## src/sv/assert_macros.svh

```systemverilog
// ----------------------------------------------------------------------------
// Assertion macros
// Shared concurrent assertion helpers for the token lexer RTL.
// ----------------------------------------------------------------------------
`ifndef ASSERT_MACROS_SVH
`define ASSERT_MACROS_SVH
`ifndef SYNTHESIS
// Same-cycle implication, checked at every rising clock edge out of reset.
`define TL_ASSERT_IMPLY(label, clk, rst_n, ante, cons) \
  label: assert property (@(posedge clk) disable iff (!rst_n) (ante) |-> (cons)) \
    else $error("token lexer assertion failed");
// Next-cycle implication, checked at every rising clock edge out of reset.
`define TL_ASSERT_NEXT(label, clk, rst_n, ante, cons) \
  label: assert property (@(posedge clk) disable iff (!rst_n) (ante) |=> (cons)) \
    else $error("token lexer assertion failed");
`else
`define TL_ASSERT_IMPLY(label, clk, rst_n, ante, cons)
`define TL_ASSERT_NEXT(label, clk, rst_n, ante, cons)
`endif
`endif

```

## src/sv/tl_pkg.sv

```systemverilog
// ----------------------------------------------------------------------------
// Token lexer package
// Types, token kind codes, scan modes and the keyword table of the lexer.
// ----------------------------------------------------------------------------
package tl_pkg;

  // Default values of the top-level parameters.
  localparam int unsigned KEYWORD_CHARS_DEF = 8;
  localparam int unsigned COUNT_BITS_DEF    = 16;

  // Fixed field widths of the channels.
  localparam int unsigned CHAR_W = 8;
  localparam int unsigned KIND_W = 5;
  localparam int unsigned POS_W  = 16;

  // Depth of the result queue; a power of two so the pointers wrap freely.
  localparam int unsigned FIFO_DEPTH = 4;

  // Token kind codes.
  localparam logic [KIND_W-1:0] KIND_IDENT  = 5'd0;
  localparam logic [KIND_W-1:0] KIND_INT    = 5'd1;
  localparam logic [KIND_W-1:0] KIND_STRING = 5'd2;
  localparam logic [KIND_W-1:0] KIND_IF     = 5'd3;
  localparam logic [KIND_W-1:0] KIND_PLUS   = 5'd10;
  localparam logic [KIND_W-1:0] KIND_MINUS  = 5'd11;
  localparam logic [KIND_W-1:0] KIND_STAR   = 5'd12;
  localparam logic [KIND_W-1:0] KIND_SLASH  = 5'd13;
  localparam logic [KIND_W-1:0] KIND_ASSIGN = 5'd14;
  localparam logic [KIND_W-1:0] KIND_EQ     = 5'd15;
  localparam logic [KIND_W-1:0] KIND_NE     = 5'd16;
  localparam logic [KIND_W-1:0] KIND_LT     = 5'd17;
  localparam logic [KIND_W-1:0] KIND_LE     = 5'd18;
  localparam logic [KIND_W-1:0] KIND_GT     = 5'd19;
  localparam logic [KIND_W-1:0] KIND_GE     = 5'd20;
  localparam logic [KIND_W-1:0] KIND_AND    = 5'd21;
  localparam logic [KIND_W-1:0] KIND_OR     = 5'd22;
  localparam logic [KIND_W-1:0] KIND_LPAREN = 5'd23;
  localparam logic [KIND_W-1:0] KIND_RPAREN = 5'd24;
  localparam logic [KIND_W-1:0] KIND_LBRACE = 5'd25;
  localparam logic [KIND_W-1:0] KIND_RBRACE = 5'd26;
  localparam logic [KIND_W-1:0] KIND_COMMA  = 5'd27;
  localparam logic [KIND_W-1:0] KIND_SEMI   = 5'd28;
  localparam logic [KIND_W-1:0] KIND_END    = 5'd29;
  localparam logic [KIND_W-1:0] KIND_ERROR  = 5'd30;

  // Characters with a role in the scanner.
  localparam logic [CHAR_W-1:0] CH_TAB   = 8'h09;
  localparam logic [CHAR_W-1:0] CH_LF    = 8'h0A;
  localparam logic [CHAR_W-1:0] CH_CR    = 8'h0D;
  localparam logic [CHAR_W-1:0] CH_SPACE = 8'h20;
  localparam logic [CHAR_W-1:0] CH_QUOTE = 8'h22;
  localparam logic [CHAR_W-1:0] CH_EQUAL = 8'h3D;
  localparam logic [CHAR_W-1:0] CH_AMP   = 8'h26;
  localparam logic [CHAR_W-1:0] CH_PIPE  = 8'h7C;

  // Keyword table; each spelling is right-justified in its 64-bit word.
  localparam int unsigned KW_NUM = 7;
  localparam int unsigned KW_MAX = 8;
  localparam logic [KW_MAX*CHAR_W-1:0] KW_TEXT [KW_NUM] = '{
    "if", "while", "else", "function", "var", "printf", "return"
  };
  localparam int unsigned KW_LEN [KW_NUM] = '{2, 5, 4, 8, 3, 6, 6};

  // Scan modes of the lexer.
  typedef enum logic [3:0] {
    MODE_IDLE,
    MODE_IDENT,
    MODE_NUMBER,
    MODE_STRING,
    MODE_EQUAL,
    MODE_BANG,
    MODE_LESS,
    MODE_GREATER,
    MODE_AMP,
    MODE_PIPE
  } mode_e;

  // One result word, text echo or token record.
  typedef struct packed {
    logic              is_text;
    logic [CHAR_W-1:0] text_byte;
    logic [KIND_W-1:0] token_kind;
    logic [POS_W-1:0]  start_line;
    logic [POS_W-1:0]  start_column;
    logic [POS_W-1:0]  token_length;
    logic              last;
  } result_t;

  // Results caused by one input word, handed to the result queue.
  typedef struct packed {
    logic [1:0] count;
    result_t    r0;
    result_t    r1;
  } push_t;

  // Character j of keyword k, first character at j = 0.
  function automatic logic [CHAR_W-1:0] kw_char(input int k, input int j);
    if (j < int'(KW_LEN[k])) begin
      return KW_TEXT[k][CHAR_W*(int'(KW_LEN[k])-1-j) +: CHAR_W];
    end
    return '0;
  endfunction

  // Clip a count to the 16-bit output range.
  function automatic logic [POS_W-1:0] clip16(input logic [31:0] v);
    return (v > 32'h0000_FFFF) ? 16'hFFFF : v[POS_W-1:0];
  endfunction

  // Text echo word.
  function automatic result_t mk_text(input logic [CHAR_W-1:0] c);
    result_t r;
    r           = '0;
    r.is_text   = 1'b1;
    r.text_byte = c;
    return r;
  endfunction

  // Token record word.
  function automatic result_t mk_rec(input logic [KIND_W-1:0] kind,
                                     input logic [POS_W-1:0] line,
                                     input logic [POS_W-1:0] col,
                                     input logic [POS_W-1:0] len);
    result_t r;
    r              = '0;
    r.token_kind   = kind;
    r.start_line   = line;
    r.start_column = col;
    r.token_length = len;
    return r;
  endfunction

endpackage

```

## src/sv/tl_char_if.sv

```systemverilog
// ----------------------------------------------------------------------------
// Character channel
// Valid/ready channel that carries one source byte or an end mark per word.
// ----------------------------------------------------------------------------
interface tl_char_if;
  import tl_pkg::*;

  logic              valid;
  logic              ready;
  logic [CHAR_W-1:0] char_byte;
  logic              end_of_input;

  modport source (output valid, char_byte, end_of_input, input ready);
  modport sink   (input valid, char_byte, end_of_input, output ready);
endinterface

```

## src/sv/tl_token_if.sv

```systemverilog
// ----------------------------------------------------------------------------
// Token channel
// Valid/ready channel that carries one text echo or token record per word.
// ----------------------------------------------------------------------------
interface tl_token_if;
  import tl_pkg::*;

  logic              valid;
  logic              ready;
  logic              is_text;
  logic [CHAR_W-1:0] text_byte;
  logic [KIND_W-1:0] token_kind;
  logic [POS_W-1:0]  start_line;
  logic [POS_W-1:0]  start_column;
  logic [POS_W-1:0]  token_length;
  logic              last;

  modport source (output valid, is_text, text_byte, token_kind, start_line,
                  start_column, token_length, last, input ready);
  modport sink   (input valid, is_text, text_byte, token_kind, start_line,
                  start_column, token_length, last, output ready);
endinterface

```

## src/sv/tl_lex_core.sv

```systemverilog
// ----------------------------------------------------------------------------
// Token lexer core
// Scanner state and the per-byte logic that yields up to two results.
// ----------------------------------------------------------------------------
module tl_lex_core #(
  parameter int unsigned KEYWORD_CHARS = tl_pkg::KEYWORD_CHARS_DEF,
  parameter int unsigned COUNT_BITS    = tl_pkg::COUNT_BITS_DEF
) (
  input  logic                      clk_i,
  input  logic                      rst_ni,
  input  logic                      fire_i,
  input  logic [tl_pkg::CHAR_W-1:0] char_byte_i,
  input  logic                      end_of_input_i,
  output tl_pkg::push_t             push_o
);
  import tl_pkg::*;

  localparam int unsigned IDX_W = $clog2(KEYWORD_CHARS);

  typedef logic [COUNT_BITS-1:0] cnt_t;

  // Saturating increment of a scanner counter.
  function automatic cnt_t sat_inc(input cnt_t v);
    return (v == '1) ? v : v + cnt_t'(1);
  endfunction

  mode_e             mode_q, mode_d;
  cnt_t              line_q, line_d;
  cnt_t              col_q, col_d;
  cnt_t              tok_line_q, tok_line_d;
  cnt_t              tok_col_q, tok_col_d;
  cnt_t              cnt_q, cnt_d;
  logic [CHAR_W-1:0] buf_q [KEYWORD_CHARS];

  logic              buf_we;
  logic [IDX_W-1:0]  buf_idx;

  logic [CHAR_W-1:0] c_eff;
  logic              c_alpha, c_digit, c_space;
  cnt_t              line_n, col_n;
  logic [POS_W-1:0]  cnt16, line_n16, col_n16;

  logic              kw_found;
  logic [KIND_W-1:0] kw_kind;
  logic [POS_W-1:0]  kw_len16;

  mode_e             id_mode;
  logic              id_emit, id_text;
  logic [KIND_W-1:0] id_kind;

  logic              pend_valid;
  logic [KIND_W-1:0] pend_kind;
  logic [POS_W-1:0]  pend_len;

  logic              cont, close;
  logic [KIND_W-1:0] close_kind;
  logic [POS_W-1:0]  close_len;

  // Character classes and the updated line and column.
  always_comb begin
    c_eff    = (char_byte_i == CH_LF) ? CH_SPACE : char_byte_i;
    c_alpha  = (c_eff >= "a" && c_eff <= "z") || (c_eff >= "A" && c_eff <= "Z");
    c_digit  = (c_eff >= "0" && c_eff <= "9");
    c_space  = (c_eff == CH_SPACE) || (c_eff >= CH_TAB && c_eff <= CH_CR);
    line_n   = (char_byte_i == CH_LF) ? sat_inc(line_q) : line_q;
    col_n    = (char_byte_i == CH_LF) ? '0 : sat_inc(col_q);
    cnt16    = clip16(32'(cnt_q));
    line_n16 = clip16(32'(line_n));
    col_n16  = clip16(32'(col_n));
  end

  // Keyword lookup on the buffered word; lengths differ or text differs.
  always_comb begin
    logic hit;
    kw_found = 1'b0;
    kw_kind  = KIND_IDENT;
    kw_len16 = '0;
    for (int k = 0; k < KW_NUM; k++) begin
      hit = (cnt_q == cnt_t'(KW_LEN[k]));
      for (int j = 0; j < KW_MAX; j++) begin
        if (j < int'(KW_LEN[k]) && buf_q[j] != kw_char(k, j)) begin
          hit = 1'b0;
        end
      end
      if (hit && !kw_found) begin
        kw_found = 1'b1;
        kw_kind  = KIND_IF + KIND_W'(k);
        kw_len16 = POS_W'(KW_LEN[k]);
      end
    end
  end

  // What a byte does when no token is open.
  always_comb begin
    id_mode = MODE_IDLE;
    id_emit = 1'b0;
    id_text = 1'b0;
    id_kind = KIND_ERROR;
    if (!c_space) begin
      if (c_alpha) begin
        id_mode = MODE_IDENT;
        id_emit = 1'b1;
        id_text = 1'b1;
      end else if (c_digit) begin
        id_mode = MODE_NUMBER;
        id_emit = 1'b1;
        id_text = 1'b1;
      end else begin
        id_emit = 1'b1;
        unique case (c_eff)
          CH_QUOTE: begin id_mode = MODE_STRING;  id_emit = 1'b0; end
          CH_EQUAL: begin id_mode = MODE_EQUAL;   id_emit = 1'b0; end
          "!":      begin id_mode = MODE_BANG;    id_emit = 1'b0; end
          "<":      begin id_mode = MODE_LESS;    id_emit = 1'b0; end
          ">":      begin id_mode = MODE_GREATER; id_emit = 1'b0; end
          CH_AMP:   begin id_mode = MODE_AMP;     id_emit = 1'b0; end
          CH_PIPE:  begin id_mode = MODE_PIPE;    id_emit = 1'b0; end
          "+":      id_kind = KIND_PLUS;
          "-":      id_kind = KIND_MINUS;
          "*":      id_kind = KIND_STAR;
          "/":      id_kind = KIND_SLASH;
          "(":      id_kind = KIND_LPAREN;
          ")":      id_kind = KIND_RPAREN;
          "{":      id_kind = KIND_LBRACE;
          "}":      id_kind = KIND_RBRACE;
          ",":      id_kind = KIND_COMMA;
          ";":      id_kind = KIND_SEMI;
          default:  id_kind = KIND_ERROR;
        endcase
      end
    end
  end

  // Record that the open token gives when something else ends it.
  always_comb begin
    pend_valid = 1'b1;
    pend_kind  = KIND_ERROR;
    pend_len   = POS_W'(1);
    unique case (mode_q)
      MODE_IDENT: begin
        pend_kind = kw_found ? kw_kind : KIND_IDENT;
        pend_len  = kw_found ? kw_len16 : cnt16;
      end
      MODE_NUMBER:  begin pend_kind = KIND_INT;   pend_len = cnt16; end
      MODE_STRING:  begin pend_kind = KIND_ERROR; pend_len = cnt16; end
      MODE_EQUAL:   pend_kind = KIND_ASSIGN;
      MODE_LESS:    pend_kind = KIND_LT;
      MODE_GREATER: pend_kind = KIND_GT;
      MODE_BANG, MODE_AMP, MODE_PIPE: pend_kind = KIND_ERROR;
      default:      pend_valid = 1'b0;
    endcase
  end

  // Does the byte extend the open token, or close it by itself?
  always_comb begin
    cont       = 1'b0;
    close      = 1'b0;
    close_kind = KIND_STRING;
    close_len  = POS_W'(2);
    unique case (mode_q)
      MODE_IDENT:  cont = c_alpha || c_digit;
      MODE_NUMBER: cont = c_digit;
      MODE_STRING: begin
        close     = (c_eff == CH_QUOTE);
        cont      = !close;
        close_len = cnt16;
      end
      MODE_EQUAL:   begin close = (c_eff == CH_EQUAL); close_kind = KIND_EQ; end
      MODE_BANG:    begin close = (c_eff == CH_EQUAL); close_kind = KIND_NE; end
      MODE_LESS:    begin close = (c_eff == CH_EQUAL); close_kind = KIND_LE; end
      MODE_GREATER: begin close = (c_eff == CH_EQUAL); close_kind = KIND_GE; end
      MODE_AMP:     begin close = (c_eff == CH_AMP);   close_kind = KIND_AND; end
      MODE_PIPE:    begin close = (c_eff == CH_PIPE);  close_kind = KIND_OR; end
      default: ;
    endcase
  end

  // Next scanner state.
  always_comb begin
    mode_d     = mode_q;
    line_d     = line_q;
    col_d      = col_q;
    tok_line_d = tok_line_q;
    tok_col_d  = tok_col_q;
    cnt_d      = cnt_q;
    buf_we     = 1'b0;
    buf_idx    = cnt_q[IDX_W-1:0];
    if (fire_i) begin
      if (end_of_input_i) begin
        mode_d = MODE_IDLE;
      end else begin
        line_d = line_n;
        col_d  = col_n;
        if (cont) begin
          cnt_d  = sat_inc(cnt_q);
          buf_we = (mode_q == MODE_IDENT) && (cnt_q < cnt_t'(KEYWORD_CHARS));
        end else if (close) begin
          mode_d = MODE_IDLE;
        end else begin
          mode_d = id_mode;
          if (!c_space) begin
            tok_line_d = line_n;
            tok_col_d  = col_n;
          end
          if (c_alpha || c_digit) begin
            cnt_d = cnt_t'(1);
          end else if (id_mode == MODE_STRING) begin
            cnt_d = '0;
          end
          if (c_alpha) begin
            buf_we  = 1'b1;
            buf_idx = '0;
          end
        end
      end
    end
  end

  // Results of this byte, packed from the front.
  always_comb begin
    logic             a_v, b_v;
    result_t          a, b;
    logic [POS_W-1:0] tl16, tc16;
    tl16 = clip16(32'(tok_line_q));
    tc16 = clip16(32'(tok_col_q));
    a_v  = 1'b0;
    b_v  = 1'b0;
    a    = mk_rec(pend_kind, tl16, tc16, pend_len);
    b    = mk_text(c_eff);
    if (end_of_input_i) begin
      a_v = pend_valid;
      b_v = 1'b1;
      b   = mk_rec(KIND_END, clip16(32'(line_q)), clip16(32'(col_q)), '0);
    end else if (cont) begin
      a_v = 1'b1;
      a   = mk_text(c_eff);
    end else if (close) begin
      a_v = 1'b1;
      a   = mk_rec(close_kind, tl16, tc16, close_len);
    end else begin
      a_v = pend_valid;
      b_v = id_emit;
      if (!id_text) begin
        b = mk_rec(id_kind, line_n16, col_n16, POS_W'(1));
      end
    end
    b.last       = 1'b1;
    push_o.count = fire_i ? (2'(a_v) + 2'(b_v)) : 2'd0;
    push_o.r0    = a_v ? a : b;
    push_o.r1    = b;
    push_o.r0.last = !(a_v && b_v);
  end

  // Scanner registers.
  always_ff @(posedge clk_i or negedge rst_ni) begin
    if (!rst_ni) begin
      mode_q     <= MODE_IDLE;
      line_q     <= cnt_t'(1);
      col_q      <= '0;
      tok_line_q <= '0;
      tok_col_q  <= '0;
      cnt_q      <= '0;
    end else begin
      mode_q     <= mode_d;
      line_q     <= line_d;
      col_q      <= col_d;
      tok_line_q <= tok_line_d;
      tok_col_q  <= tok_col_d;
      cnt_q      <= cnt_d;
    end
  end

  // Word buffer for the keyword check; only entries of the open word are read.
  always_ff @(posedge clk_i) begin
    if (buf_we) begin
      buf_q[buf_idx] <= c_eff;
    end
  end

endmodule

```

## src/sv/tl_result_fifo.sv

```systemverilog
// ----------------------------------------------------------------------------
// Token lexer result queue
// Small queue that takes up to two result words a cycle and emits one.
// ----------------------------------------------------------------------------
`include "assert_macros.svh"

module tl_result_fifo (
  input  logic            clk_i,
  input  logic            rst_ni,
  input  tl_pkg::push_t   push_i,
  output logic            in_ready_o,
  output logic            out_valid_o,
  input  logic            out_ready_i,
  output tl_pkg::result_t out_data_o
);
  import tl_pkg::*;

  localparam int unsigned PTR_W = $clog2(FIFO_DEPTH);
  localparam int unsigned CNT_W = PTR_W + 1;
  localparam logic [CNT_W-1:0] ROOM_CNT = CNT_W'(FIFO_DEPTH - 2);

  result_t          mem_q [FIFO_DEPTH];
  logic [PTR_W-1:0] wr_ptr_q, wr_ptr_d;
  logic [PTR_W-1:0] rd_ptr_q, rd_ptr_d;
  logic [CNT_W-1:0] cnt_q, cnt_d;
  logic             pop;

  // Room for a full pair of results keeps the input side open.
  assign in_ready_o  = (cnt_q <= ROOM_CNT);
  assign out_valid_o = (cnt_q != '0);
  assign out_data_o  = mem_q[rd_ptr_q];
  assign pop         = out_valid_o && out_ready_i;

  // Pointer and occupancy update.
  always_comb begin
    wr_ptr_d = wr_ptr_q + PTR_W'(push_i.count);
    rd_ptr_d = rd_ptr_q + PTR_W'(pop);
    cnt_d    = cnt_q + CNT_W'(push_i.count) - CNT_W'(pop);
  end

  always_ff @(posedge clk_i or negedge rst_ni) begin
    if (!rst_ni) begin
      wr_ptr_q <= '0;
      rd_ptr_q <= '0;
      cnt_q    <= '0;
    end else begin
      wr_ptr_q <= wr_ptr_d;
      rd_ptr_q <= rd_ptr_d;
      cnt_q    <= cnt_d;
    end
  end

  // Storage; the second word of a pair lands behind the first.
  always_ff @(posedge clk_i) begin
    if (push_i.count != 2'd0) begin
      mem_q[wr_ptr_q] <= push_i.r0;
    end
    if (push_i.count == 2'd2) begin
      mem_q[wr_ptr_q + PTR_W'(1)] <= push_i.r1;
    end
  end

  // Results are only pushed while a full pair still fits.
  `TL_ASSERT_IMPLY(a_push_room, clk_i, rst_ni, push_i.count != 2'd0, cnt_q <= ROOM_CNT)
  // Occupancy tracks the pointer distance.
  `TL_ASSERT_IMPLY(a_cnt_ptr, clk_i, rst_ni, 1'b1, cnt_q[PTR_W-1:0] == wr_ptr_q - rd_ptr_q)
  // Only the final word of a pair carries the last flag.
  `TL_ASSERT_IMPLY(a_last_pair, clk_i, rst_ni, push_i.count == 2'd2, !push_i.r0.last && push_i.r1.last)
  // A lone word is always the last of its byte.
  `TL_ASSERT_IMPLY(a_last_one, clk_i, rst_ni, push_i.count == 2'd1, push_i.r0.last)

endmodule

```

## src/sv/token_lexer_top.sv

```systemverilog
// ----------------------------------------------------------------------------
// Token lexer top level
// Streaming lexer: source bytes in, text echoes and token records out.
// ----------------------------------------------------------------------------
// Usage:
//   char_i takes one word per handshake: a source byte, or an end mark when
//   end_of_input is set. token_o gives one word per handshake: a text echo
//   of an identifier, number or string character, or a token record with
//   kind, start line, start column and length. The last flag marks the
//   final word caused by one input word; a byte may cause none.
//   An accepted word's results are written into the result queue and
//   reach token_o behind older words. The scanner takes one byte a cycle
//   while char_i.ready is high; two results of a byte leave one at a time,
//   and the four-entry result queue admits a byte while it has room for two.
//   With at most one result per byte and no output stall, that rate holds.
//   When the receiver stalls, the queue fills and char_i.ready drops once
//   fewer than two entries are free; nothing is lost.
//   Reset empties the queue, sets the line count to one, the column to zero
//   and the scanner to idle. No clearing pass is needed.
// ----------------------------------------------------------------------------
module token_lexer_top #(
  parameter int unsigned KEYWORD_CHARS = tl_pkg::KEYWORD_CHARS_DEF,
  parameter int unsigned COUNT_BITS    = tl_pkg::COUNT_BITS_DEF
) (
  input  logic       clk_i,
  input  logic       rst_ni,
  tl_char_if.sink    char_i,
  tl_token_if.source token_o
);
  import tl_pkg::*;

  push_t   push;
  result_t head;
  logic    fire;
  logic    in_ready;

  // Input handshake.
  assign char_i.ready = in_ready;
  assign fire         = char_i.valid && in_ready;

  tl_lex_core #(
    .KEYWORD_CHARS (KEYWORD_CHARS),
    .COUNT_BITS    (COUNT_BITS)
  ) u_core (
    .clk_i          (clk_i),
    .rst_ni         (rst_ni),
    .fire_i         (fire),
    .char_byte_i    (char_i.char_byte),
    .end_of_input_i (char_i.end_of_input),
    .push_o         (push)
  );

  tl_result_fifo u_fifo (
    .clk_i       (clk_i),
    .rst_ni      (rst_ni),
    .push_i      (push),
    .in_ready_o  (in_ready),
    .out_valid_o (token_o.valid),
    .out_ready_i (token_o.ready),
    .out_data_o  (head)
  );

  // Output payload from the queue head.
  assign token_o.is_text      = head.is_text;
  assign token_o.text_byte    = head.text_byte;
  assign token_o.token_kind   = head.token_kind;
  assign token_o.start_line   = head.start_line;
  assign token_o.start_column = head.start_column;
  assign token_o.token_length = head.token_length;
  assign token_o.last         = head.last;

endmodule
```

## src/flat_wrapper.sv

```systemverilog
// flat-port wrapper written by rule: the top's interface ports become plain ports
module token_lexer_top_flat import tl_pkg::*;
#(
  parameter int unsigned KEYWORD_CHARS = tl_pkg::KEYWORD_CHARS_DEF,
  parameter int unsigned COUNT_BITS    = tl_pkg::COUNT_BITS_DEF
)
  (clk_i, rst_ni, char_i_valid, char_i_char_byte, char_i_end_of_input, char_i_ready, token_o_valid, token_o_is_text, token_o_text_byte, token_o_token_kind, token_o_start_line, token_o_start_column, token_o_token_length, token_o_last, token_o_ready);
  tl_char_if char_i_i ();
  tl_token_if token_o_i ();
  input  logic clk_i;
  input  logic rst_ni;
  input wire logic [$bits(char_i_i.valid)-1:0] char_i_valid;
  input wire logic [$bits(char_i_i.char_byte)-1:0] char_i_char_byte;
  input wire logic [$bits(char_i_i.end_of_input)-1:0] char_i_end_of_input;
  output wire logic [$bits(char_i_i.ready)-1:0] char_i_ready;
  output wire logic [$bits(token_o_i.valid)-1:0] token_o_valid;
  output wire logic [$bits(token_o_i.is_text)-1:0] token_o_is_text;
  output wire logic [$bits(token_o_i.text_byte)-1:0] token_o_text_byte;
  output wire logic [$bits(token_o_i.token_kind)-1:0] token_o_token_kind;
  output wire logic [$bits(token_o_i.start_line)-1:0] token_o_start_line;
  output wire logic [$bits(token_o_i.start_column)-1:0] token_o_start_column;
  output wire logic [$bits(token_o_i.token_length)-1:0] token_o_token_length;
  output wire logic [$bits(token_o_i.last)-1:0] token_o_last;
  input wire logic [$bits(token_o_i.ready)-1:0] token_o_ready;
  assign char_i_i.valid = char_i_valid;
  assign char_i_i.char_byte = char_i_char_byte;
  assign char_i_i.end_of_input = char_i_end_of_input;
  assign char_i_ready = char_i_i.ready;
  assign token_o_valid = token_o_i.valid;
  assign token_o_is_text = token_o_i.is_text;
  assign token_o_text_byte = token_o_i.text_byte;
  assign token_o_token_kind = token_o_i.token_kind;
  assign token_o_start_line = token_o_i.start_line;
  assign token_o_start_column = token_o_i.start_column;
  assign token_o_token_length = token_o_i.token_length;
  assign token_o_last = token_o_i.last;
  assign token_o_i.ready = token_o_ready;
  token_lexer_top #(.KEYWORD_CHARS(KEYWORD_CHARS), .COUNT_BITS(COUNT_BITS)) u_core (.clk_i(clk_i), .rst_ni(rst_ni), .char_i(char_i_i), .token_o(token_o_i));
endmodule
```

## config.mk

```make
export PLATFORM = sky130hd
export DESIGN_NAME = token_lexer_top_flat
export DESIGN_NICKNAME = d
export VERILOG_FILES = /design/src/sv/tl_pkg.sv /design/src/sv/tl_char_if.sv /design/src/sv/tl_token_if.sv /design/src/sv/tl_lex_core.sv /design/src/sv/tl_result_fifo.sv /design/src/sv/token_lexer_top.sv /design/src/flat_wrapper.sv
export VERILOG_INCLUDE_DIRS = /design/src /design/src/sv
export SDC_FILE = /design/constraint.sdc
export NUM_CORES = 1
export LEC_CHECK = 0
export BUFFER_PORTS_ARGS = -buffer_cell sky130_fd_sc_hd__buf_4
export CORE_UTILIZATION = 60
export DETAILED_ROUTE_END_ITERATION = 16
export PLACE_DENSITY = 0.78
export SLEW_MARGIN = 10
export SYNTH_ARGS = -nofsm -noshare
export SYNTH_HDL_FRONTEND = slang
export SYNTH_SLANG_ARGS = --single-unit
export TNS_END_PERCENT = 30
```

## constraint.sdc

```tcl
create_clock -name clk_i -period 5.2 [get_ports clk_i]
set_input_delay 0.26 -clock clk_i [delete_from_list [all_inputs] [get_ports clk_i]]
set_output_delay 0.26 -clock clk_i [all_outputs]
set_load 0.02 [all_outputs]
```

# Word-level counts from Yosys, hierarchy flattened
# Memory sizes are Yosys's and may differ from the RTL's.
# Index checks and enable logic that the tools add are counted.
# totals
regBits	91
mem_bits_rw	316
in_bits	13
mem_count	2
# op_classes
n_addsub	9
order_cmp	10
n_eq_ne	74
muxes	123
n_bitwise	4
reduce_logical	36
# mem_list
memory	words	width	read_ports	rd_ports_with_merged_regs	wr	line	text
u_core.u_fifo.mem_q	4	63	1	0	2	tl_result_fifo.sv:22	result_t mem_q [FIFO_DEPTH];
u_core.u_core.buf_q	8	8	8	0	1	tl_lex_core.sv:33	logic [CHAR_W-1:0] buf_q [KEYWORD_CHARS];
# ops
operator	count
$mux 63	7
$mux 16	16
$ne 8x7->1 const B	32
$eq 8x6->1 const B	15
$mux 1	66
$mux 54	1
$pmux 5 s10	1
$add 16x1->16 const B	3
$eq 16x16->1 const B	3
$eq 16x3->1 const B	3
$mux 5	8
$eq 16x2->1 const B	2
$pmux 16 s2	1
$pmux 5 s6	1
$pmux 4 s7	1
$pmux 5 s5	1
$eq 8x7->1 const B	3
$mux 3	8
$mux 4	6
$eq 16x4->1 const B	1
$eq 4x3->1 const B	4
$ge 8x7->1 const B	2
$le 8x7->1 const B	2
$lt 16x4->1 const B	1
other kinds (33)	68

# Depth between registers and ports, before layout
# Gate-level depths: netlist (run 1).
# An unclocked memory read counts as a cell.
# depth
ltp_word	30
ltp_mapped	18
mapped_depth_nobuf	15

# Cells and area by module
# From an unflattened synthesis (run 1), not the netlist that was laid out.
# unflattened
hier_cells	1780
area_unflattened_um2	23227.3
# by_module_without_submodules
mod	n_inst	cells_each	area_each_um2	seq_area_each_um2
tl_result_fifo	1	652	13178.9	7742.4
tl_lex_core	1	1127	10042.1	4025.1
token_lexer_top	1	1	6.3	0.0

# Least setup slack after synthesis (run 1)
# OpenSTA, ideal clock, no wires.
# synth_path
path_type	input to register
start	in char_i_char_byte[4]
end	mem u_core.u_fifo.mem_q[1][17] in the netlist's numbering (enable)
arrival_time_ns	4.358
required_ns	4.799
slack_ns	0.441
path_stages	16
path_buffers	4
path_cell_list	or4b_1 clkbuf_1 nor4_4 a311oi_1 nor2b_1 clkbuf_1 nor2_1 nand2_1 nand2_1 ha_1 nand2_1 clkbuf_1 nor4_1 nor2_1 clkbuf_1 inv_1
# synth_rtl
item	line	text
from (decl)	flat_wrapper.sv:13	input wire logic [$bits(char_i_i.char_byte)-1:0] char_i_char_byte;
to (decl)	tl_result_fifo.sv:22	

==> flow_metrics.tcl, run 1 <==
set metrics [dict create \
    ys_ff_latch 407 \
    placed_area_um2 21000 \
    synth_cell_type_count 86 \
    core_um2 32600 \
    synth_area_leader_cell "edfxtp_1" \
    hold_class "input pin to flip-flop" \
    antenna_found_initial 0 \
    yosys.cell_count.top_type "edfxtp_1" \
    min_period_ps 4590 \
    setup_viol 0 \
    hold_viol_final 0 \
    vias_per_cell 6.78 \
    die_w_um 184 \
    rows 66 \
    synth_flop_cell "edfxtp_1" \
    finalCritPeriodShare_pct 88.3 \
    status "finished, final reports clean" \
    timing.rr.start "u_core.u_core.mode_q[2]" \
    htreeDepth 2 \
    r2r_setup_slack_ps 610 \
    synth_edf_count 252 \
    crit_type "flip-flop to flip-flop" \
    regToRegEndpoint "u_core.u_fifo.mem_q[1][32]" \
    fillers 2348 \
    synth_common_cells "edfxtp_1, nand2_1, o21ai_0" \
    p_leak_nw 8.05 \
    clock_latency_ps 540 \
    drtIter0Drc 1733 \
    clk_pin_slew_ps 60 \
    relSlewSlack_pct 24.8 \
    tns_ps 0 \
    grt.overflow.total 0 \
    final_util_pct 68.6 \
    rsz0062_at_grt "false" \
    synth.top_cell.area_share_pct 37.9 \
    clock_path_buffers 3 \
    synthCells 1752 \
    grt_max_degree 70 \
    min_from "char_i_char_byte[7]" \
    cts_sinks 407 \
    endpoint_kind "flip-flop" \
    yosys_warnings 0 \
    vias 15400 \
    drc 0 \
    min_to "u_core.u_core.buf_q[4][7]" \
    max_cap_viol_count 0 \
    synthesis.nets 1778 \
    area_delta_synth_final_pct 12.0 \
    grt_usage_pct 31.8 \
    whs_path_depth 1 \
    p_per_area_nw_per_um2 439 \
    cts_tree "built" \
    cp.arrival_ps 4950 \
    critPathMaxFanout 32 \
    synth-seq-area-share_pct 55.7 \
    n_antenna_cell 0 \
    required_ps 5560 \
    routedWlPerCell_um 23.4 \
    io-pin-count 78 \
    layout-drive-gt1-share_pct 16.3 \
    worst_pin_slew_ps 1130 \
    regArea_um2 11100 \
    drt_wl_total_mm 53.1 \
    die_y_um 184 \
    cts-root-buf "clkbuf_16" \
    finalNetCount 1819 \
    drt-pass1-iter-count 7 \
    ir_drop_mv 0.337 \
    port_buffers 77 \
    syn_area_um2 20000 \
    hpwl_mm 33.8 \
    multi_input_area_um2 8260 \
    gp_congestion 0.963 \
    grt_pass1_wl_mm 82.6 \
    grt_pass1_vias 14500 \
    clock_skew_ps 11.4 \
    dieArea_um2 34000 \
    start_kind "flip-flop" \
    start_util_pct 61.2 \
    fmax_ghz 0.218 \
    final_area_um2 22400 \
    maxSlewViolCount 0 \
    final_antenna_net_count 0 \
    synth_area_leaders "edfxtp_1, dfrtp_1, mux4_2" \
    cts_made_buffers 42 \
    r2r_cells 12 \
    synthArstFlopShare_pct 22.4 \
    synth_area_per_cell_um2 11.4 \
]
power by group:
part	internal (W)	switching [W]	leakage, nW
logic	0.00117	0.00164	3.35
registers	0.00375	0.000374	4.06
clock network	0.00166	0.00123	0.639
total	0.00657	0.00325	8.05
flip-flops by register name (all words and copies together) (netlist names):
name,flops
u_core.u_fifo.mem_q,252
u_core.u_core.buf_q,64
u_core.u_core.cnt16,16
u_core.u_core.col_q,16
u_core.u_core.line_q,16
u_core.u_core.tok_col_q,16
u_core.u_core.tok_line_q,16
u_core.u_core.mode_q,4
u_core.u_fifo.cnt_q,3
u_core.u_fifo.rd_ptr_q,2
u_core.u_fifo.wr_ptr_q,2
how the worst max path moves through the flow:
stage / from / endpoint / slack (ps) / cells after the start
floorplan: char_i_char_byte[4] / u_core.u_fifo.mem_q[1][17] / 440 / 16
global placement: char_i_char_byte[0] / u_core.u_fifo.mem_q[1][30] / 740 / 13
detailed placement: char_i_char_byte[2] / u_core.u_fifo.mem_q[1][32] / 510 / 14
CTS: u_core.u_core.mode_q[2] / u_core.u_fifo.mem_q[1][32] / 740 / 12
global route: u_core.u_core.mode_q[2] / u_core.u_fifo.mem_q[1][20] / 390 / 12
finish: u_core.u_core.mode_q[2] / u_core.u_fifo.mem_q[1][32] / 610 / 12
critical path: stages (launching register included):
cell,delay [ps]
dfrtp_1,510
or2_2,360
a311oi_1,280
nor2b_1,650
nor2_1,100
nand2_1,130
nand2_1,70
ha_1,420
o21ai_1,220
or2_2,490
nor2_4,910
nand2_1,120
o21ai_0,130
cells by family (layout without fill, tap and decap cells):
family,Yosys count,after routing,share of synthesized area [%]
AOI/OAI and AO/OA,447,447,15.2
DFF,407,407,55.7
and+or+nand+nor,619,619,15.9
muxes,69,69,7.43
buffers and inverters,157,231,3.08
xor gates and xnor gates,40,40,1.75
adders and majority gates,13,13,0.852
layer usage:
layer  track usage, %  up-vias  wire [um]
li1                 -     6752          -
met1             46.7     7597      22000
met2             49.0      916      24200
met3             5.85      112       5680
met4             8.40        0       1220
met5                0        -          0
cell usage in the layout (no fill, tap or decap), types with 9 or more instances in the layout:
cell type  netlist  final
o22ai_1         15     15
edfxtp_1       252    252
or3_1           25     25
nor3_1          49     49
nor2_1          96     92
clkbuf_16        0     44
nor4_1          15     14
nor2b_1         13     13
inv_1           26     22
o21ai_0        154    151
clkbuf_1       109     10
nand4_1         21     21
dfxtp_1         64     64
xor2_1          19     19
nor4bb_1        11     11
mux4_2          63     63
buf_4            1    122
a22o_1         127    127
clkinv_2         0      9
ha_1            12     12
and3_1          11     11
nand3_1         37     37
a21oi_1         60     60
nand2_1        238    238
xnor2_1         21     21
dfrtp_1         90     88
and2_1          24     24
stage by stage:
| step | hold WS, ps | power, W | worst slack, ps | std cells |
|---|---|---|---|---|
| finish | 69.7 | 0.00982 | 610 | 2268 |
| global route | 85.9 | 0.0102 | 392 | 2268 |
| CTS | 61.1 | 0.00982 | 741 | 2268 |
| detailed placement | 176 | 0.00696 | 512 | 2190 |
| global placement | 170 | 0.00690 | 741 | 2190 |
| floorplan | -35.6 | 0.00584 | 441 | 1752 |
cell type report:
cell class / instances / share of cell area (%)
inverters: 27 / 0.453
repair buffers: 127 / 4.50
well taps: 442 / 2.47
multi-input cells: 1188 / 36.9
flip-flops and latches: 407 / 49.8
clock inverters: 22 / 0.755
clock buffers: 55 / 5.11
timing repair:
item / 4_1_cts / 5_1_grt
resized for setup: 0 / 0
hold buffers: 1 / 0
hold endpoints to repair: 22 / 0
buffers inserted: 0 / 0
Note: power is estimated with default switching activity, not from simulation.
==> run 2, diff against run 1 <==
--- a/config.mk
+++ b/config.mk
@@ -7,9 +7,9 @@
 export NUM_CORES = 1
 export LEC_CHECK = 0
 export BUFFER_PORTS_ARGS = -buffer_cell sky130_fd_sc_hd__buf_4
-export CORE_UTILIZATION = 60
+export CORE_UTILIZATION = 56
 export DETAILED_ROUTE_END_ITERATION = 16
-export PLACE_DENSITY = 0.78
+export PLACE_DENSITY = 0.76
 export SLEW_MARGIN = 10
 export SYNTH_ARGS = -nofsm -noshare
 export SYNTH_HDL_FRONTEND = slang
==> constraint.sdc (replaced) <==
create_clock -name clk_i -period 3.7 [get_ports clk_i]
set_input_delay 0.185 -clock clk_i [delete_from_list [all_inputs] [get_ports clk_i]]
set_output_delay 0.185 -clock clk_i [all_outputs]
set_load 0.02 [all_outputs]
==> run 2 against run 1 <==
Net effect:
- hold slack better by 18 ps
- combinational power increased by 56%
- die area up 7.1%
- clock skew rose by 18 ps
- design area rose by 4.4%
- first-iteration DRC count down 3.1%
- highest routed layer unchanged
==> flow_metrics.tcl, run 2 (synthesis gave the netlist of run 1 again) <==
set metrics [dict create \
    status "finished, final reports clean" \
    layout-drive-gt1-share_pct 20.5 \
    clock_latency_ps 570 \
    use_met2_pct 47.8 \
    n_antenna_cell 0 \
    drc 0 \
    hpwl_mm 36.9 \
    finalNetCount 1900 \
    setup_viol 0 \
    clk_pin_slew_ps 60 \
    hold_class "input pin to flip-flop" \
    gp_congestion 0.975 \
    relSlewSlack_pct 26.6 \
    io-pin-count 78 \
    clock_skew_ps 29.1 \
    reg.largest.list "u_core.u_fifo.mem_q (252), u_core.u_core.buf_q (64)" \
    rsz0062_at_grt "true" \
    start_util_pct 57.4 \
    grt_pass1_vias 14900 \
    finalCritPeriodShare_pct 97.3 \
    final_common_cell "edfxtp_1" \
    largest-register "u_core.u_fifo.mem_q" \
    port_buffers 77 \
    grt_pass1_wl_mm 85.6 \
    max_cap_viol_count 0 \
    critPathMaxFanout 9 \
    grt.overflow.total 0 \
    drtIter0Drc 1680 \
    worst_pin_slew_ps 1100 \
    p_per_area_nw_per_um2 613 \
    dieArea_um2 36400 \
    met3_usage_pct 5.04 \
    cts_tree "built" \
    maxSlewViolCount 0 \
    cts-root-buf "clkbuf_16" \
    crit_type "input pin to flip-flop" \
    r2r_setup_slack_ps 270 \
    drt-pass1-iter-count 5 \
    p_leak_nw 8.53 \
    start_kind "input pin" \
    clock_path_buffers 3 \
    final_antenna_net_count 0 \
    grt_usage_pct 30.8 \
    vias 15500 \
    htreeDepth 2 \
    final_util_pct 67.1 \
    rows 68 \
    die_w_um 191 \
    vias_per_cell 6.55 \
    cts_sinks 407 \
    required_ps 4190 \
    routedWlPerCell_um 23.5 \
    antenna_found_initial 0 \
    final_cell_mix "edfxtp_1, nand2_1, buf_4" \
    grtUsageMet1_pct 43.8 \
    busiest_layer "met2" \
    power.total_w 0.0143 \
    drt_wl_total_mm 55.6 \
    grt_max_degree 55 \
    die_y_um 191 \
    ir_drop_mv 0.514 \
    fmax_ghz 0.278 \
    core_um2 34800 \
    area_delta_synth_final_pct 17.0 \
    endpoint_kind "flip-flop" \
    largest_reg_flops 252 \
    tns_ps 0 \
    min_period_ps 3600 \
    hold_viol_final 0 \
    cts_made_buffers 43 \
    cp.arrival_ps 4090 \
]
run 2: changes by cell type in the layout (fill, tap and decap cells not counted), moves of 4 or more:
cell and delta:
nor2_1 -7, nor2_2 +5, nor3_1 -4, buf_12 +13, clkinv_2 -4, buf_4 +62
run 2: final cells by class:
class / instances / area, um^2
multi-input combinational: 1188 / 8390
timing repair buffer: 207 / 1780
clock buffer: 58 / 1200
sequential: 407 / 11100
fill: 2532 / 11400
clock inverter: 21 / 169
inverter: 27 / 116
tap: 455 / 569
run 2: final timing paths:
path,endpoint,from,cells past startpoint
max,u_core.u_fifo.mem_q[0][9],char_i_char_byte[6],17
min,u_core.u_fifo.rd_ptr_q[0],token_o_ready,3
max reg2reg,u_core.u_fifo.mem_q[1][51],u_core.u_core.mode_q[3],9
min reg2reg,u_core.u_fifo.mem_q[1][3],u_core.u_fifo.mem_q[1][3],2
max in group asynchronous,u_core.u_core.tok_col_q[15],rst_ni,3
min in group asynchronous,u_core.u_core.cnt16[1],rst_ni,2
run 2: power breakdown:
part / total [W] / switching (W) / leakage (nW) / internal (W)
combinational: 0.00439 / 0.00254 / 3.80 / 0.00185
clock: 0.00422 / 0.00178 / 0.665 / 0.00243
sequential: 0.00572 / 0.000449 / 4.06 / 0.00527
run 2: per-stage QoR:
stage | setup slack, ps | instance area, um^2 | hold WS [ps] | std cells
detailed placement | 54.2 | 21800 | 291 | 2277
global route | -29.4 | 23400 | 86.4 | 2363
CTS | 55.3 | 23300 | 76.2 | 2360
finish | 99.6 | 23400 | 87.8 | 2363
floorplan | -352 | 20100 | -111 | 1752
global placement | 108 | 21800 | 290 | 2277
run 2: worst max-delay path, stage by stage:
cell           delay (ps)
dlygate4sd3_1         540
buf_4                 150
buf_4                 150
or3_1                 360
or4_1                 490
o31ai_1               140
nor3b_1               100
nand2_1               120
nand2_1               110
ha_4                  350
o21ai_4                80
buf_12                150
or3_1                 390
buf_4                 220
nor3_4                220
buf_4                 200
a22o_1                130
run 2: routing by layer:
layer	up-vias	wire [um]
li1	6919	-
met1	7515	23100
met2	887	25200
met3	145	5510
met4	0	1760
met5	-	0
run 2: what timing repair did:
item	in CTS	in global routing
endpoints found under the hold margin	57	0
hold buffers	4	0
resized for setup	0	22
setup buffers	0	1
setup endpoints to repair	0	408
==> run 3, diff against run 2 <==
--- a/config.mk
+++ b/config.mk
@@ -7,9 +7,9 @@
 export NUM_CORES = 1
 export LEC_CHECK = 0
 export BUFFER_PORTS_ARGS = -buffer_cell sky130_fd_sc_hd__buf_4
-export CORE_UTILIZATION = 56
+export CAP_MARGIN = 40
+export CORE_UTILIZATION = 35
 export DETAILED_ROUTE_END_ITERATION = 16
-export PLACE_DENSITY = 0.76
 export SLEW_MARGIN = 10
 export SYNTH_ARGS = -nofsm -noshare
 export SYNTH_HDL_FRONTEND = slang
==> constraint.sdc (replaced) <==
create_clock -name clk_i -period 3.7 [get_ports clk_i]
set_input_delay 0.74 -clock clk_i [delete_from_list [all_inputs] [get_ports clk_i]]
set_output_delay 0.74 -clock clk_i [all_outputs]
set_load 0.02 [all_outputs]
==> run 3 against run 2 <==
Net effect:
- fmax increased by 0.64%
- design area up 4.9%
- power increased by 3.9%
- setup slack improved by 23 ps
- critical path depth down 1
- non-clock buffer count is 83 higher
- via count rose by 0.98%
- clock-buffer cell count grew 3
- register-to-register slack worse by 70 ps
- sequential power down 0.7%
- die area rose by 59%
- clock skew decreased by 14 ps
- critical endpoint is now u_core.u_fifo.cnt_q[2]
==> flow_metrics.tcl, run 3 (synthesis gave the netlist of run 1 again) <==
set metrics [dict create \
    status "finished, final reports clean" \
    p_per_area_nw_per_um2 608 \
    power_switching_w 0.00488 \
    cts_setup_buffers 0 \
    start_util_pct 35.4 \
    cts_tree "built" \
    drtIter0Drc 1649 \
    final_cell_mix "buf_4, edfxtp_1, nand2_1" \
    p_clk_share_pct 30.2 \
    fillers 5292 \
    drt-pass1-iter-count 5 \
    regToRegEndpoint "u_core.u_fifo.mem_q[2][53]" \
    r2r_setup_slack_ps 200 \
    hold_class "input pin to asynchronous set/reset pin" \
    r2r_cells 11 \
    die_y_um 241 \
    drt_wl_total_mm 60.0 \
    port_buffers 77 \
    endpoint_kind "flip-flop" \
    dp_cells 2668 \
    critPathMaxFanout 10 \
    drc 0 \
    min_period_ps 3580 \
    hpwl_mm 41.9 \
    hold-worst-slack_ps 59.5 \
    routedWlPerCell_um 21.9 \
    grt_usage_pct 20.9 \
    worst_pin_slew_ps 862 \
    cp.arrival_ps 4070 \
    gp_congestion 0.930 \
    clock_path_buffers 3 \
    cts_sinks 407 \
    setup_viol 0 \
    grt.overflow.total 0 \
    power.switching_fraction_pct 32.8 \
    final_antenna_net_count 0 \
    core_um2 56400 \
    cts_made_buffers 43 \
    start_kind "input pin" \
    p_int_w 0.0100 \
    timing.final.ws_setup_ps 122 \
    largest_reg_flops 252 \
    grt_pass1_wl_mm 92.3 \
    die_w_um 241 \
    antenna_found_initial 2 \
    vias 15600 \
    io-pin-count 78 \
    p_comb_share_pct 31.6 \
    crit_type "input pin to flip-flop" \
    hold_viol_final 0 \
    maxSlewViolCount 0 \
    place_worst_setup_slack_ps -568 \
    area_delta_synth_final_pct 22.7 \
    finalCritPeriodShare_pct 96.7 \
    cts-root-buf "clkbuf_16" \
    dieArea_um2 58000 \
    clock_latency_ps 580 \
    rows 87 \
    grt_max_degree 75 \
    clock_skew_ps 14.9 \
    seqPwrFrac_pct 38.2 \
    ir_drop_mv 0.326 \
    relSlewSlack_pct 41.8 \
    reg.largest.list "u_core.u_fifo.mem_q (252), u_core.u_core.buf_q (64)" \
    max_cap_viol_count 0 \
    ctsResizeCount 0 \
    required_ps 4190 \
    hold_buffers 0 \
    vias_per_cell 5.69 \
    largest-register "u_core.u_fifo.mem_q" \
    timing.rr.start "u_core.u_core.mode_q[1]" \
    htreeDepth 2 \
    grt_pass1_vias 15200 \
    rsz0062_at_grt "false" \
    stdcell_count 2747 \
    power.total_w 0.0149 \
    p_leak_nw 8.99 \
    layout-drive-gt1-share_pct 23.8 \
    clk_pin_slew_ps 60 \
    final_common_cell "buf_4" \
    finalNetCount 1983 \
    fmax_ghz 0.280 \
]
run 3: final cells by class:
class                           instances  area [um^2]  share of cell area (%)
Antenna cell                            1         2.50                  0.0102
Clock inverter                         17          210                   0.858
Clock buffer                           61         1250                    5.09
Tap cell                              756          946                    3.86
Timing Repair Buffer                  290         2500                    10.2
Inverter                               27          116                   0.475
Multi-Input combinational cell       1188         8340                    34.1
Sequential cell                       407        11100                    45.4
run 3: metrics by stage:
step / utilization (%) / instance area (um^2) / TNS [ps]
CTS: 43.4 / 24500 / 0
floorplan: - / 20100 / -287140
global placement: 40.8 / 23000 / -177060
detailed placement: 40.8 / 23000 / -189890
finish: 43.5 / 24500 / 0
global route: 43.5 / 24500 / 0
run 3: power groups by stage:
stage | registers (W) | clock network (W) | logic (W)
after global placement | 0.00576 | 0 | 0.00468
after global routing | 0.00574 | 0.00476 | 0.00502
after detailed placement | 0.00578 | 0 | 0.00471
after floorplan | 0.00548 | 0 | 0.00280
final | 0.00568 | 0.00450 | 0.00470
after CTS | 0.00569 | 0.00459 | 0.00472
run 3: critical path, stage by stage:
cell and delay (ps):
buf_4 120, buf_4 160, or3_1 390, or4_1 490
o31ai_1 140, nor3b_1 90, nand2_1 110, nand2_1 120
ha_4 340, nand2_1 100, ha_1 310, inv_1 40
ha_1 180, fa_1 380, xnor2_1 200, xnor2_1 140
run 3: metal layers:
layer	vias to the layer above	track usage [%]	share of wire [%]
met1	7843	29.4	45
met5	-	0	0
met2	598	33.5	47
met3	92	3.17	6.6
li1	7085	-	-
met4	0	5.58	2.1
run 3: worst max path at each step:
stage / slack [ps] / start / endpoint / depth (start not counted)
finish: 120 / char_i_char_byte[4] / u_core.u_fifo.cnt_q[2] / 16
global route: 30 / char_i_char_byte[4] / u_core.u_fifo.cnt_q[2] / 16
CTS: 50 / char_i_char_byte[4] / u_core.u_fifo.cnt_q[2] / 16
detailed placement: -570 / char_i_char_byte[4] / u_core.u_fifo.cnt_q[2] / 16
global placement: -550 / char_i_char_byte[4] / u_core.u_fifo.cnt_q[2] / 17
floorplan: -910 / char_i_char_byte[4] / u_core.u_fifo.mem_q[1][17] / 16
